--- config.mk ---
export PLATFORM = sky130hd
export DESIGN_NAME = lowpass_cubic_resampler_top
export DESIGN_NICKNAME = d
export VERILOG_FILES = /design/src/rtl/core/lcr_pkg.sv /design/src/rtl/core/lowpass_cubic_resampler_top.sv
export SDC_FILE = /design/constraint.sdc
export NUM_CORES = 2
export LEC_CHECK = 0
export ABC_AREA = 1
export BUFFER_PORTS_ARGS = -buffer_cell sky130_fd_sc_hd__buf_2
export CAP_MARGIN = 10
export CORE_MARGIN = 2
export CORE_UTILIZATION = 55
export CTS_CLUSTER_DIAMETER = 200
export CTS_CLUSTER_SIZE = 12
export DETAILED_ROUTE_END_ITERATION = 6
export PLACE_DENSITY = 0.76
export SKIP_LAST_GASP = 1
export SYNTH_ARGS = -nofsm -noshare
export SYNTH_HDL_FRONTEND = slang
export SYNTH_SLANG_ARGS = --single-unit
--- constraint.sdc ---
create_clock -name clock -period 17.49 [get_ports clock]
set_input_delay 0.8745 -clock clock [delete_from_list [all_inputs] [get_ports clock]]
set_output_delay 0.8745 -clock clock [all_outputs]
set_load 0.05 [all_outputs]
--- src/rtl/core/lcr_pkg.sv ---
// Shared constants, types and helpers for the low-pass cubic resampler.
package lcr_pkg;

   localparam int FRAC_BITS  = 16;
   localparam int PHASE_W    = FRAC_BITS + 5;
   localparam int SAMPLE_W   = 16;
   localparam int STEP_REG_W = 21;
   localparam int ALPHA_W    = 16;
   localparam int FILT_W     = 32;
   localparam int DIFF_W     = 34;
   localparam int COEF_W     = 21;
   localparam int MUL_A_W    = 21;
   localparam int MUL_B_W    = 34;
   localparam int PROD_W     = MUL_A_W + MUL_B_W;
   localparam int ACC_Y_W    = 24;
   localparam int CNT_W      = 4;
   localparam int PRIME_W    = 3;
   localparam int CSR_IDX_W  = 2;

   localparam logic [PHASE_W-1:0]    PHASE_ONE  = PHASE_W'(1) << FRAC_BITS;
   localparam logic [PHASE_W-1:0]    STEP_MIN   = PHASE_ONE >> 3;
   localparam logic [PHASE_W-1:0]    STEP_MAX   = PHASE_ONE << 4;
   localparam logic [STEP_REG_W-1:0] STEP_RESET = STEP_REG_W'(65536);
   localparam logic [ALPHA_W-1:0]    ALPHA_MAX  = ALPHA_W'(32768);
   localparam logic [CNT_W-1:0]      MAX_OUT    = CNT_W'(8);
   localparam logic [PRIME_W-1:0]    PRIME_DONE = PRIME_W'(4);

   typedef enum logic [CSR_IDX_W-1:0] {
      CSR_STEP  = 2'd0,
      CSR_ALPHA = 2'd1,
      CSR_PASS  = 2'd2
   } csr_index_type;

   typedef enum logic [3:0] {
      S_IDLE,
      S_PASS,
      S_FILT,
      S_FADD,
      S_WIN,
      S_COEF,
      S_CHECK,
      S_T2,
      S_T3,
      S_P1,
      S_P2,
      S_P3,
      S_FIN
   } state_type;

   typedef enum logic [2:0] {
      MUL_FILT,
      MUL_TT,
      MUL_T2T,
      MUL_C1,
      MUL_C2,
      MUL_C3
   } mul_sel_type;

   function automatic logic signed [SAMPLE_W-1:0] sat16(input logic signed [DIFF_W-1:0] v);
      logic signed [SAMPLE_W-1:0] r;
      if (v < -DIFF_W'(32768)) begin
         r = -16'sd32768;
      end else if (v > DIFF_W'(32767)) begin
         r = 16'sd32767;
      end else begin
         r = v[SAMPLE_W-1:0];
      end
      return r;
   endfunction

endpackage

--- src/rtl/core/lowpass_cubic_resampler_top.sv ---
// Low-pass filtered Catmull-Rom cubic resampler built around one shared multiplier.
// Pass-through: the input word is registered, then copied to the result register once the
// output is free; no new input word is taken until the sequencer is back in idle.
// Resampling: each word is filtered and shifted into the window and, once priming is done,
// gives up to eight results; a stalled result word holds the sequencer. Synchronous
// active-high reset clears filter, taps, phase, priming and result counts, output valid.
module lowpass_cubic_resampler_top
   import lcr_pkg::*;
(
   input  logic                         clock,
   input  logic                         reset,
   input  logic                         req_valid,
   output logic                         req_stall,
   input  logic signed [SAMPLE_W-1:0]   req_in_sample,
   output logic                         rsp_valid,
   input  logic                         rsp_stall,
   output logic signed [SAMPLE_W-1:0]   rsp_out_sample,
   output logic                         rsp_last_of_run,
   input  logic                         csr_valid,
   output logic                         csr_ready,
   input  logic [CSR_IDX_W-1:0]         csr_index,
   input  logic [STEP_REG_W-1:0]        csr_data
);

   state_type state_ff, state_in;
   mul_sel_type mul_sel;

   logic [STEP_REG_W-1:0] step_ff, step_in;
   logic [ALPHA_W-1:0]    alpha_ff, alpha_in;
   logic                  pass_ff, pass_in;

   logic signed [FILT_W-1:0]   facc_ff, facc_in;
   logic signed [SAMPLE_W-1:0] win_ff [4];
   logic signed [SAMPLE_W-1:0] win_in [4];
   logic [PRIME_W-1:0]         prime_ff, prime_in;
   logic [PHASE_W-1:0]         phase_ff, phase_in;
   logic [CNT_W-1:0]           cnt_ff, cnt_in;

   logic signed [SAMPLE_W-1:0] x_ff, x_in;
   logic signed [SAMPLE_W-1:0] filt_ff, filt_in;
   logic signed [COEF_W-1:0]   c1_ff, c1_in, c2_ff, c2_in, c3_ff, c3_in;
   logic [FRAC_BITS-1:0]       t2_ff, t2_in, t3_ff, t3_in;
   logic signed [PROD_W-1:0]   prod_ff, prod_in;
   logic signed [ACC_Y_W-1:0]  accy_ff, accy_in;

   logic                       rsp_valid_ff, rsp_valid_in;
   logic signed [SAMPLE_W-1:0] rsp_sample_ff, rsp_sample_in;
   logic                       rsp_last_ff, rsp_last_in;

   logic                       in_take, out_free, out_load, mul_on;
   logic [ALPHA_W-1:0]         alpha_used;
   logic                       alpha_zero;
   logic [PHASE_W-1:0]         step_used, phase_next;
   logic [FRAC_BITS-1:0]       t_val;
   logic signed [MUL_A_W-1:0]  mul_a;
   logic signed [MUL_B_W-1:0]  mul_b;
   logic signed [DIFF_W-1:0]   fdiff, fsum;
   logic signed [ACC_Y_W-1:0]  prod_frac, y_fin;
   logic signed [COEF_W-1:0]   e_sm1, e_s0, e_s1, e_s2;

   assign csr_ready       = 1'b1;
   assign rsp_valid       = rsp_valid_ff;
   assign rsp_out_sample  = rsp_sample_ff;
   assign rsp_last_of_run = rsp_last_ff;

   // Clamped controls.
   assign alpha_used = (alpha_ff > ALPHA_MAX) ? ALPHA_MAX : alpha_ff;
   assign alpha_zero = (alpha_used == '0);
   always_comb begin
      if (step_ff < STEP_REG_W'(STEP_MIN)) begin
         step_used = STEP_MIN;
      end else if (step_ff > STEP_REG_W'(STEP_MAX)) begin
         step_used = STEP_MAX;
      end else begin
         step_used = step_ff[PHASE_W-1:0];
      end
   end

   assign t_val      = phase_ff[FRAC_BITS-1:0];
   assign phase_next = phase_ff + step_used;
   assign fdiff      = (DIFF_W'(x_ff) <<< 15) - DIFF_W'(facc_ff);
   assign fsum       = DIFF_W'(facc_ff) + DIFF_W'(prod_ff >>> 15);
   assign prod_frac  = ACC_Y_W'(prod_ff >>> FRAC_BITS);
   assign y_fin      = accy_ff + prod_frac;

   assign e_sm1 = COEF_W'(win_ff[0]);
   assign e_s0  = COEF_W'(win_ff[1]);
   assign e_s1  = COEF_W'(win_ff[2]);
   assign e_s2  = COEF_W'(win_ff[3]);

   // Control outputs of the sequencer.
   always_comb begin
      req_stall = (state_ff != S_IDLE);
      in_take   = req_valid && !req_stall;
      out_free  = !rsp_valid_ff || !rsp_stall;
      out_load  = ((state_ff == S_PASS) || (state_ff == S_FIN)) && out_free;
      mul_on    = 1'b1;
      case (state_ff)
         S_FILT:  mul_sel = MUL_FILT;
         S_T2:    mul_sel = MUL_TT;
         S_T3:    mul_sel = MUL_T2T;
         S_P1:    mul_sel = MUL_C1;
         S_P2:    mul_sel = MUL_C2;
         S_P3:    mul_sel = MUL_C3;
         default: begin
            mul_sel = MUL_FILT;
            mul_on  = 1'b0;
         end
      endcase
   end

   // Next state.
   always_comb begin
      state_in = state_ff;
      case (state_ff)
         S_IDLE: begin
            if (in_take) begin
               state_in = pass_ff ? S_PASS : S_FILT;
            end
         end
         S_PASS: begin
            if (out_free) begin
               state_in = S_IDLE;
            end
         end
         S_FILT:  state_in = alpha_zero ? S_WIN : S_FADD;
         S_FADD:  state_in = S_WIN;
         S_WIN: begin
            if ((prime_ff < PRIME_DONE) && (prime_ff + PRIME_W'(1) < PRIME_DONE)) begin
               state_in = S_IDLE;
            end else begin
               state_in = S_COEF;
            end
         end
         S_COEF:  state_in = S_CHECK;
         S_CHECK: begin
            if ((phase_ff < PHASE_ONE) && (cnt_ff != MAX_OUT)) begin
               state_in = S_T2;
            end else begin
               state_in = S_IDLE;
            end
         end
         S_T2:    state_in = S_T3;
         S_T3:    state_in = S_P1;
         S_P1:    state_in = S_P2;
         S_P2:    state_in = S_P3;
         S_P3:    state_in = S_FIN;
         S_FIN: begin
            if (out_free) begin
               state_in = S_CHECK;
            end
         end
         default: state_in = S_IDLE;
      endcase
   end

   // Shared multiplier operand select.
   always_comb begin
      case (mul_sel)
         MUL_FILT: begin
            mul_a = MUL_A_W'({1'b0, alpha_used});
            mul_b = fdiff;
         end
         MUL_TT: begin
            mul_a = MUL_A_W'({1'b0, t_val});
            mul_b = MUL_B_W'({1'b0, t_val});
         end
         MUL_T2T: begin
            mul_a = MUL_A_W'({1'b0, FRAC_BITS'(prod_ff >>> FRAC_BITS)});
            mul_b = MUL_B_W'({1'b0, t_val});
         end
         MUL_C1: begin
            mul_a = c1_ff;
            mul_b = MUL_B_W'({1'b0, t_val});
         end
         MUL_C2: begin
            mul_a = c2_ff;
            mul_b = MUL_B_W'({1'b0, t2_ff});
         end
         MUL_C3: begin
            mul_a = c3_ff;
            mul_b = MUL_B_W'({1'b0, t3_ff});
         end
         default: begin
            mul_a = '0;
            mul_b = '0;
         end
      endcase
   end

   // Datapath next values.
   always_comb begin
      step_in       = step_ff;
      alpha_in      = alpha_ff;
      pass_in       = pass_ff;
      facc_in       = facc_ff;
      win_in        = win_ff;
      prime_in      = prime_ff;
      phase_in      = phase_ff;
      cnt_in        = cnt_ff;
      x_in          = x_ff;
      filt_in       = filt_ff;
      c1_in         = c1_ff;
      c2_in         = c2_ff;
      c3_in         = c3_ff;
      t2_in         = t2_ff;
      t3_in         = t3_ff;
      accy_in       = accy_ff;
      prod_in       = mul_on ? (mul_a * mul_b) : prod_ff;
      rsp_valid_in  = rsp_valid_ff && rsp_stall;
      rsp_sample_in = rsp_sample_ff;
      rsp_last_in   = rsp_last_ff;

      if (csr_valid && csr_ready) begin
         case (csr_index)
            CSR_STEP:  step_in  = csr_data;
            CSR_ALPHA: alpha_in = csr_data[ALPHA_W-1:0];
            CSR_PASS:  pass_in  = csr_data[0];
            default:   ;
         endcase
      end

      case (state_ff)
         S_IDLE: begin
            if (in_take) begin
               x_in = req_in_sample;
            end
         end
         S_PASS: begin
            if (out_load) begin
               rsp_valid_in  = 1'b1;
               rsp_sample_in = x_ff;
               rsp_last_in   = 1'b1;
            end
         end
         S_FILT: begin
            if (alpha_zero) begin
               filt_in = x_ff;
            end
         end
         S_FADD: begin
            facc_in = fsum[FILT_W-1:0];
            filt_in = sat16(fsum >>> 15);
         end
         S_WIN: begin
            win_in[0] = win_ff[1];
            win_in[1] = win_ff[2];
            win_in[2] = win_ff[3];
            win_in[3] = filt_ff;
            cnt_in    = '0;
            if (prime_ff < PRIME_DONE) begin
               prime_in = prime_ff + PRIME_W'(1);
               phase_in = step_used;
            end else begin
               phase_in = (phase_ff >= PHASE_ONE) ? (phase_ff - PHASE_ONE) : '0;
            end
         end
         S_COEF: begin
            c1_in = e_s1 - e_sm1;
            c2_in = (e_sm1 <<< 1) - (e_s0 <<< 2) - e_s0 + (e_s1 <<< 2) - e_s2;
            c3_in = e_s2 - e_sm1 + (e_s0 <<< 1) + e_s0 - (e_s1 <<< 1) - e_s1;
         end
         S_T3: t2_in = FRAC_BITS'(prod_ff >>> FRAC_BITS);
         S_P1: t3_in = FRAC_BITS'(prod_ff >>> FRAC_BITS);
         S_P2: accy_in = (ACC_Y_W'(win_ff[1]) <<< 1) + prod_frac;
         S_P3: accy_in = accy_ff + prod_frac;
         S_FIN: begin
            if (out_load) begin
               rsp_valid_in  = 1'b1;
               rsp_sample_in = sat16(DIFF_W'(y_fin >>> 1));
               rsp_last_in   = (phase_next >= PHASE_ONE) || (cnt_ff == MAX_OUT - CNT_W'(1));
               phase_in      = phase_next;
               cnt_in        = cnt_ff + CNT_W'(1);
            end
         end
         default: ;
      endcase
   end

   always_ff @(posedge clock) begin
      if (reset) begin
         state_ff     <= S_IDLE;
         step_ff      <= STEP_RESET;
         alpha_ff     <= '0;
         pass_ff      <= 1'b0;
         facc_ff      <= '0;
         win_ff       <= '{default: '0};
         prime_ff     <= '0;
         phase_ff     <= '0;
         cnt_ff       <= '0;
         rsp_valid_ff <= 1'b0;
      end else begin
         state_ff     <= state_in;
         step_ff      <= step_in;
         alpha_ff     <= alpha_in;
         pass_ff      <= pass_in;
         facc_ff      <= facc_in;
         win_ff       <= win_in;
         prime_ff     <= prime_in;
         phase_ff     <= phase_in;
         cnt_ff       <= cnt_in;
         rsp_valid_ff <= rsp_valid_in;
      end
   end

   always_ff @(posedge clock) begin
      x_ff          <= x_in;
      filt_ff       <= filt_in;
      c1_ff         <= c1_in;
      c2_ff         <= c2_in;
      c3_ff         <= c3_in;
      t2_ff         <= t2_in;
      t3_ff         <= t3_in;
      prod_ff       <= prod_in;
      accy_ff       <= accy_in;
      rsp_sample_ff <= rsp_sample_in;
      rsp_last_ff   <= rsp_last_in;
   end

   // A new result word appears only from the pass-through or final interpolation step.
   a_rsp_source: assert property (@(posedge clock) disable iff (reset)
      $rose(rsp_valid_ff) |-> ($past(state_ff) == S_PASS || $past(state_ff) == S_FIN))
      else $error("result word loaded outside an output step");

   // An accepted input word always starts the sequencer.
   a_take_starts: assert property (@(posedge clock) disable iff (reset)
      (req_valid && !req_stall) |=> (state_ff == S_PASS || state_ff == S_FILT))
      else $error("accepted word did not start processing");

   // No more than eight results per input word.
   a_cnt_bound: assert property (@(posedge clock) disable iff (reset)
      cnt_ff <= MAX_OUT)
      else $error("result count overran");

   // Interpolation only starts with the phase inside one sample interval.
   a_phase_in_range: assert property (@(posedge clock) disable iff (reset)
      (state_ff == S_T2) |-> (phase_ff < PHASE_ONE))
      else $error("interpolation started with phase out of range");

   // Priming count saturates at four.
   a_prime_bound: assert property (@(posedge clock) disable iff (reset)
      prime_ff <= PRIME_DONE)
      else $error("priming count overran");

endmodule
---- Yosys cells after proc, flatten, opt, wreduce, memory -nomap -nowiden ----
Cells that the tools add are included.
storage, ports and cells
  register bits after elaboration ......... 384
  bits of input ports ..................... 44
  output and inout bits ................... 20
  word-level logic and storage cells ...... 150
cells by class
  add/sub/neg operators ................... 18
  $mul .................................... 1
  magnitude comparators ................... 12
  equal/unequal tests ..................... 27
  mux-type cells .......................... 36
  reduce and logical (&&, ||, !) cells .... 32
operators by type and width
  operator                                                                           count
  34-bit one-hot mux with 4 select lines                                             1
  16-bit 2-to-1 mux                                                                  8
  21-bit one-hot mux with 6 select lines                                             1
  21-bit 2-to-1 mux                                                                  5
  16-bit one-hot mux with 2 select lines                                             2
  4-bit one-hot mux with 13 select lines                                             1
  21-bit by 34-bit multiplier with 49-bit output                                     1
  24-bit one-hot mux with 2 select lines                                             1
  21-bit by 17-bit >= comparator with 1-bit output, second input constant            2
  21-bit one-hot mux with 2 select lines                                             1
  32-bit by 34-bit adder with 34-bit output                                          1
  16-bit by 16-bit subtractor with 17-bit output                                     2
  31-bit by 32-bit subtractor with 33-bit output                                     1
  17-bit by 24-bit adder with 24-bit output                                          1
  24-bit adder                                                                       1
  23-bit by 16-bit greater-than comparator with 1-bit output, second input constant  1
  23-bit by 16-bit less-than comparator with 1-bit output, second input constant     1
  20-bit by 18-bit adder with 21-bit output                                          1
  21-bit adder                                                                       1
  21-bit greater-than comparator, second input constant                              1
  21-bit by 14-bit less-than comparator with 1-bit output, second input constant     1
  21-bit by 17-bit less-than comparator with 1-bit output, second input constant     1
  20-bit by 16-bit subtractor with 21-bit output                                     1
  21-bit by 16-bit subtractor with 21-bit output                                     1
  44 further kinds                                                                   88

---- Longest topological paths before layout ----
  word-level depth ........................ 8
  depth in mapped cells ................... 44

---- Worst setup path after synthesis ----
No wires, ideal clock.
  path kind ............................... flip-flop to flip-flop
  from .................................... register x_ff[4]
  to ...................................... register prod_ff[47] (data pin)
  setup time .............................. 252 ps
  arrival ................................. 7184 ps
  required time ........................... 17238 ps
  slack ................................... 10054 ps
  cell stages (with the launch flop) ...... 30
  buffers on the path ..................... 1
  cells stage by stage .................... edfxtp_1 ha_1 a21oi_1 nand2_1 nand2_1 nand2_1 nand2_1 nand3_1 a21oi_1 nand2_1 clkbuf_1 nor2_1 inv_1 fa_1 inv_1 fa_1 inv_1 fa_1 fa_1 fa_1 fa_1 inv_1 fa_1 ha_1 a21oi_1 nor3_1 a2111oi_0 nand2_1 nand2_1 nand2_1
on the way
  word-level cells in the longest chain between the ends .. 3
ends and longest elaborated chain
  element                                         line                                text
  start: declaration                              lowpass_cubic_resampler_top.sv:39   logic signed [SAMPLE_W-1:0] x_ff, x_in;
  start signal: assignment                        lowpass_cubic_resampler_top.sv:307  x_ff <= x_in;
  31-bit by 32-bit subtractor with 33-bit output  lowpass_cubic_resampler_top.sv:81   assign fdiff = (DIFF_W'(x_ff) <<< 15) - DIFF_W'(facc_ff);
  34-bit one-hot mux with 4 select lines          lowpass_cubic_resampler_top.sv:159  case (mul_sel)
  21-bit by 34-bit multiplier with 49-bit output  lowpass_cubic_resampler_top.sv:209  prod_in = mul_on ? (mul_a * mul_b) : prod_ff;
  end signal: assignment                          lowpass_cubic_resampler_top.sv:314  prod_ff <= prod_in;
  end: declaration                                lowpass_cubic_resampler_top.sv:43   logic signed [PROD_W-1:0] prod_ff, prod_in;
No other way between the ends.
A chain may end at the register's enable or synchronous reset.

---- Worst setup path in the final report ----
  from .................................... register state_ff[0]
  to ...................................... register prod_ff[48] (data pin)
on the way
  word-level cells in the longest chain between the ends .. 6
  elaborated cells on any way between the ends .. 16
ends and longest elaborated chain
  element                                                                                               line                                text
  start: declaration                                                                                    lowpass_cubic_resampler_top.sv:25   state_type state_ff, state_in;
  start signal: assignment                                                                              lowpass_cubic_resampler_top.sv:293  state_ff <= state_in;
  4-bit == test or 4-bit by 3-bit == test with 1-bit output (tied branches)                             lowpass_cubic_resampler_top.sv:98   case (state_ff)
  3-bit one-hot mux with 5 select lines *                                                               lowpass_cubic_resampler_top.sv:98
  3-bit by 2-bit == test with 1-bit output or 3-bit by 1-bit == test with 1-bit output (tied branches)  lowpass_cubic_resampler_top.sv:159
  3-bit OR reduction (no line)                                                                          n/a
  34-bit one-hot mux with 4 select lines                                                                lowpass_cubic_resampler_top.sv:159
  21-bit by 34-bit multiplier with 49-bit output *                                                      lowpass_cubic_resampler_top.sv:209
Mark *: on every way between the ends. The rest lies on a longest branch, timed or not.

==> metrics.yaml <==
cells_and_area:
  drive_gt1_frac: 0.0404
  num-fill-cells: 8158
  ff_latch_area_sq_um: 9290
  syn_to_final_growth_pct: 5.50
  instances_no_fill: 7434
  final_nets: 7345
  multiInputGateArea_sq_um: 34500
pwr:
  finalPower_mw: 8.63
  p_sw_mw: 4.78
  power.share.combinational: 0.744
  powerDensity_nw_per_um2: 165
  sw_frac_of_total: 0.554
  p_seq_frac: 0.167
  peakVddDrop_mv: 0.240
  internal_power_mw: 3.85
  p_leak_nw: 26.2
  power.share.clock: 0.089
floorplan:
  core_sq_um: 89600
  pin_count: 64
  die_h_um: 304
  initial_utilization: 0.553
  fp-row-count: 110
  die_x_um: 304
  die_area_sq_um: 92500
critical_path:
  ff2ff_path_depth: 33
  critical_path_class: "register to register"
  r2r_start: "state_ff[0]$_SDFFE_PP0P_"
  path_max_fanout: 30
  cp.required_ns: 17.85
  crit_top_cell: "inv_1"
  critPathLaunchType: "register"
  startpoint: "state_ff[0]$_SDFFE_PP0P_"
  reg2reg_slack_ns: 8.22
  slowest_delay_ns: 0.77
  r2r-end: "prod_ff[48]$_DFFE_PP_"
  endpoint_kind: "register"
  cpMaxStageDelayCell: "inv_1"
  crit_arrival_ns: 9.63
clock_network:
  cts_buffers: 36
  cts_hold_buf: 0
  cts_max_level: 2
  cts_tree: "done"
  clk_latency_ns: 0.60
  cts_num_sinks: 365
  clkTransAtPathRegs_ns: 0.08
  post_cts_buffers: 0
  cts_root_buffer: "clkbuf_16"
  post_cts_resized: 0
  cts_buffer_depth: 3
timing:
  setup_tns_ns: 0
  timing.fmax_ghz: 0.108
  fin_crit_ns: 9.27
  fin_skew_ns: 0.0340
  final_critical_path_setup_slack_ns: 8.22
  hold_slack_ns: 0.466
  rsz0062_at_grt: "no"
  setup_violations: 0
  report.final.slew_viol_count: 0
  finalCritPeriodShare: 0.530
  relSlewSlack: 0.255
  tightest_slew_ns: 1.12
  hold_viol: 0
synthesis:
  synthDominantCellAreaShare: 0.306
  synth-edff-count: 198
  synth_common_cells: "inv_1 (1374), nand2_1 (1238), fa_1 (758), nor2_1 (534), a21oi_1 (354)"
  avgSynthCellArea_sq_um: 7.99
  synth_area_leaders: "fa_1 (31%), edfxtp_1 (12%), inv_1 (10%)"
  synth.distinct_cells: 64
  yosysMostFrequentCell: "inv_1"
  ys.warnings.count: 0
  yosysTopAreaCell: "fa_1"
  async_flop_share: 0
  synthCells: 6201
  synth_seq_cells: 365
  ys.flop_type: "edfxtp_1"
  syn_area_sq_um: 49500
  yosysSeqAreaShare: 0.188
placed_design:
  dp_hpwl_mm: 126
  dp.cells: 7371
  post-place-ws_ns: 8.35
  port_buffers: 62
  place_congestion: 1.01
detailed_routing:
  wl_per_cell_um: 20.9
  via_count: 42000
  ant_nets: 0
  wl_mm: 156
  drtIter0Drc: 3823
  via_per_inst: 5.65
  dr.pass1.iters: 6
  drcViolationCount: 0
global_route:
  grt_overflow_total: 0
  grt_pass1_vias: 43200
  grt_util_all_layers: 0.343
  grt_antenna_before_repair: 0
  grt_max_degree: 89
  grt_pass1_wl_mm: 246
min_path:
  hold_end: "x_ff[14]$_DFFE_PP_"
  hold_depth: 1
  hold_start: "req_in_sample[14]"
  min_path_type: "input port to register"
status:
  outcome: "complete, no violations"
job:
  drv_cap: 0
[per-stage QoR]
step	area [sq um]	utilization
6_report	52300	0.583
5_1_grt	52300	0.583
4_1_cts	52300	0.583
3_5_place_dp	51200	0.571
3_3_place_gp	51200	0.571
2_1_floorplan	49700	-
[how the worst max path moves through the flow]
stage	endpoint	slack (ns)	cells past startpoint
2_1_floorplan	prod_ff[47]$_DFFE_PP_	10.05	29
3_5_place_dp	prod_ff[48]$_DFFE_PP_	8.35	33
6_report	prod_ff[48]$_DFFE_PP_	8.22	33
3_3_place_gp	prod_ff[48]$_DFFE_PP_	8.47	33
4_1_cts	prod_ff[48]$_DFFE_PP_	8.34	33
5_1_grt	prod_ff[48]$_DFFE_PP_	7.75	32
[kinds of logic (layout without fill, tap and decap cells)]
kind of cell	count (synthesis)	after routing	synth area share
AO/OA/AOI/OAI	868	868	0.0986
flip-flops	365	365	0.188
multiplexers	1	1	0.000202
XOR/XNOR	144	144	0.0255
buffers and inverters	1574	1573	0.122
adder cells (fa/ha/maj)	1068	1068	0.385
other	2	60	0.000152
AND/OR/NAND/NOR	2179	2179	0.182
[worst max-delay path: cells and delay by family, from the launching register on]
kind	cells	cell delay, ns
AO/OA/AOI/OAI	4	0.90
adder cells (fa/ha/maj)	8	3.99
buffers and inverters	11	2.04
flip-flops	1	0.43
AND/OR/NAND/NOR	10	1.64
[routing by layer]
metal	share of wire	track usage
met1	0.39	0.448
met2	0.47	0.569
met3	0.085	0.0536
met4	0.053	0.146
met5	0	0
[area by class of cell]
| type | count | area share |
|---|---|---|
| flip-flops and latches | 365 | 0.178 |
| clock inverters | 4 | 0.00163 |
| inverters | 1395 | 0.100 |
| well taps | 1176 | 0.0282 |
| repair buffers | 116 | 0.0137 |
| multi-input cells | 4319 | 0.660 |
| diodes | 1 | 0.0000479 |
| clock buffers | 58 | 0.0188 |
[registers in the layout (all words and copies together) (netlist names), 17 cells and up]
name	flops
prod_ff	34
c1_ff	17
facc_ff	32
step_ff	21
accy_ff	24
phase_ff	21
c2_ff	21
c3_ff	21
[cell usage in the layout, fill, tap and decap left out, types with 9 or more instances in the layout]
cell type / count
a211oi_1: 20
a21o_1: 18
a21oi_1: 354
a221oi_1: 14
a22o_1: 20
a31oi_1: 27
buf_2: 62
buf_4: 54
clkbuf_1: 22
clkbuf_16: 36
conb_1: 59
dfxtp_1: 167
edfxtp_1: 198
fa_1: 758
ha_1: 310
inv_1: 1373
inv_2: 16
nand2_1: 1238
nand2_2: 21
nand3_1: 170
nand4_1: 76
nor2_1: 528
nor2_2: 10
nor2_4: 9
nor3_1: 62
nor4_1: 17
o211ai_1: 18
o21ai_0: 316
o21ai_1: 9
o21bai_1: 18
or2_2: 21
xnor2_1: 51
xor2_1: 93
[power by group through the flow]
stage / registers [mW] / clock network (mW) / logic, mW
2_1_floorplan: 1.35 / 0 / 4.46
3_3_place_gp: 1.45 / 0 / 6.18
3_5_place_dp: 1.44 / 0 / 6.28
4_1_cts: 1.43 / 0.780 / 6.33
5_1_grt: 1.44 / 0.806 / 7.18
6_report: 1.44 / 0.770 / 6.42
No activity file was read; power rests on OpenSTA's default activity.
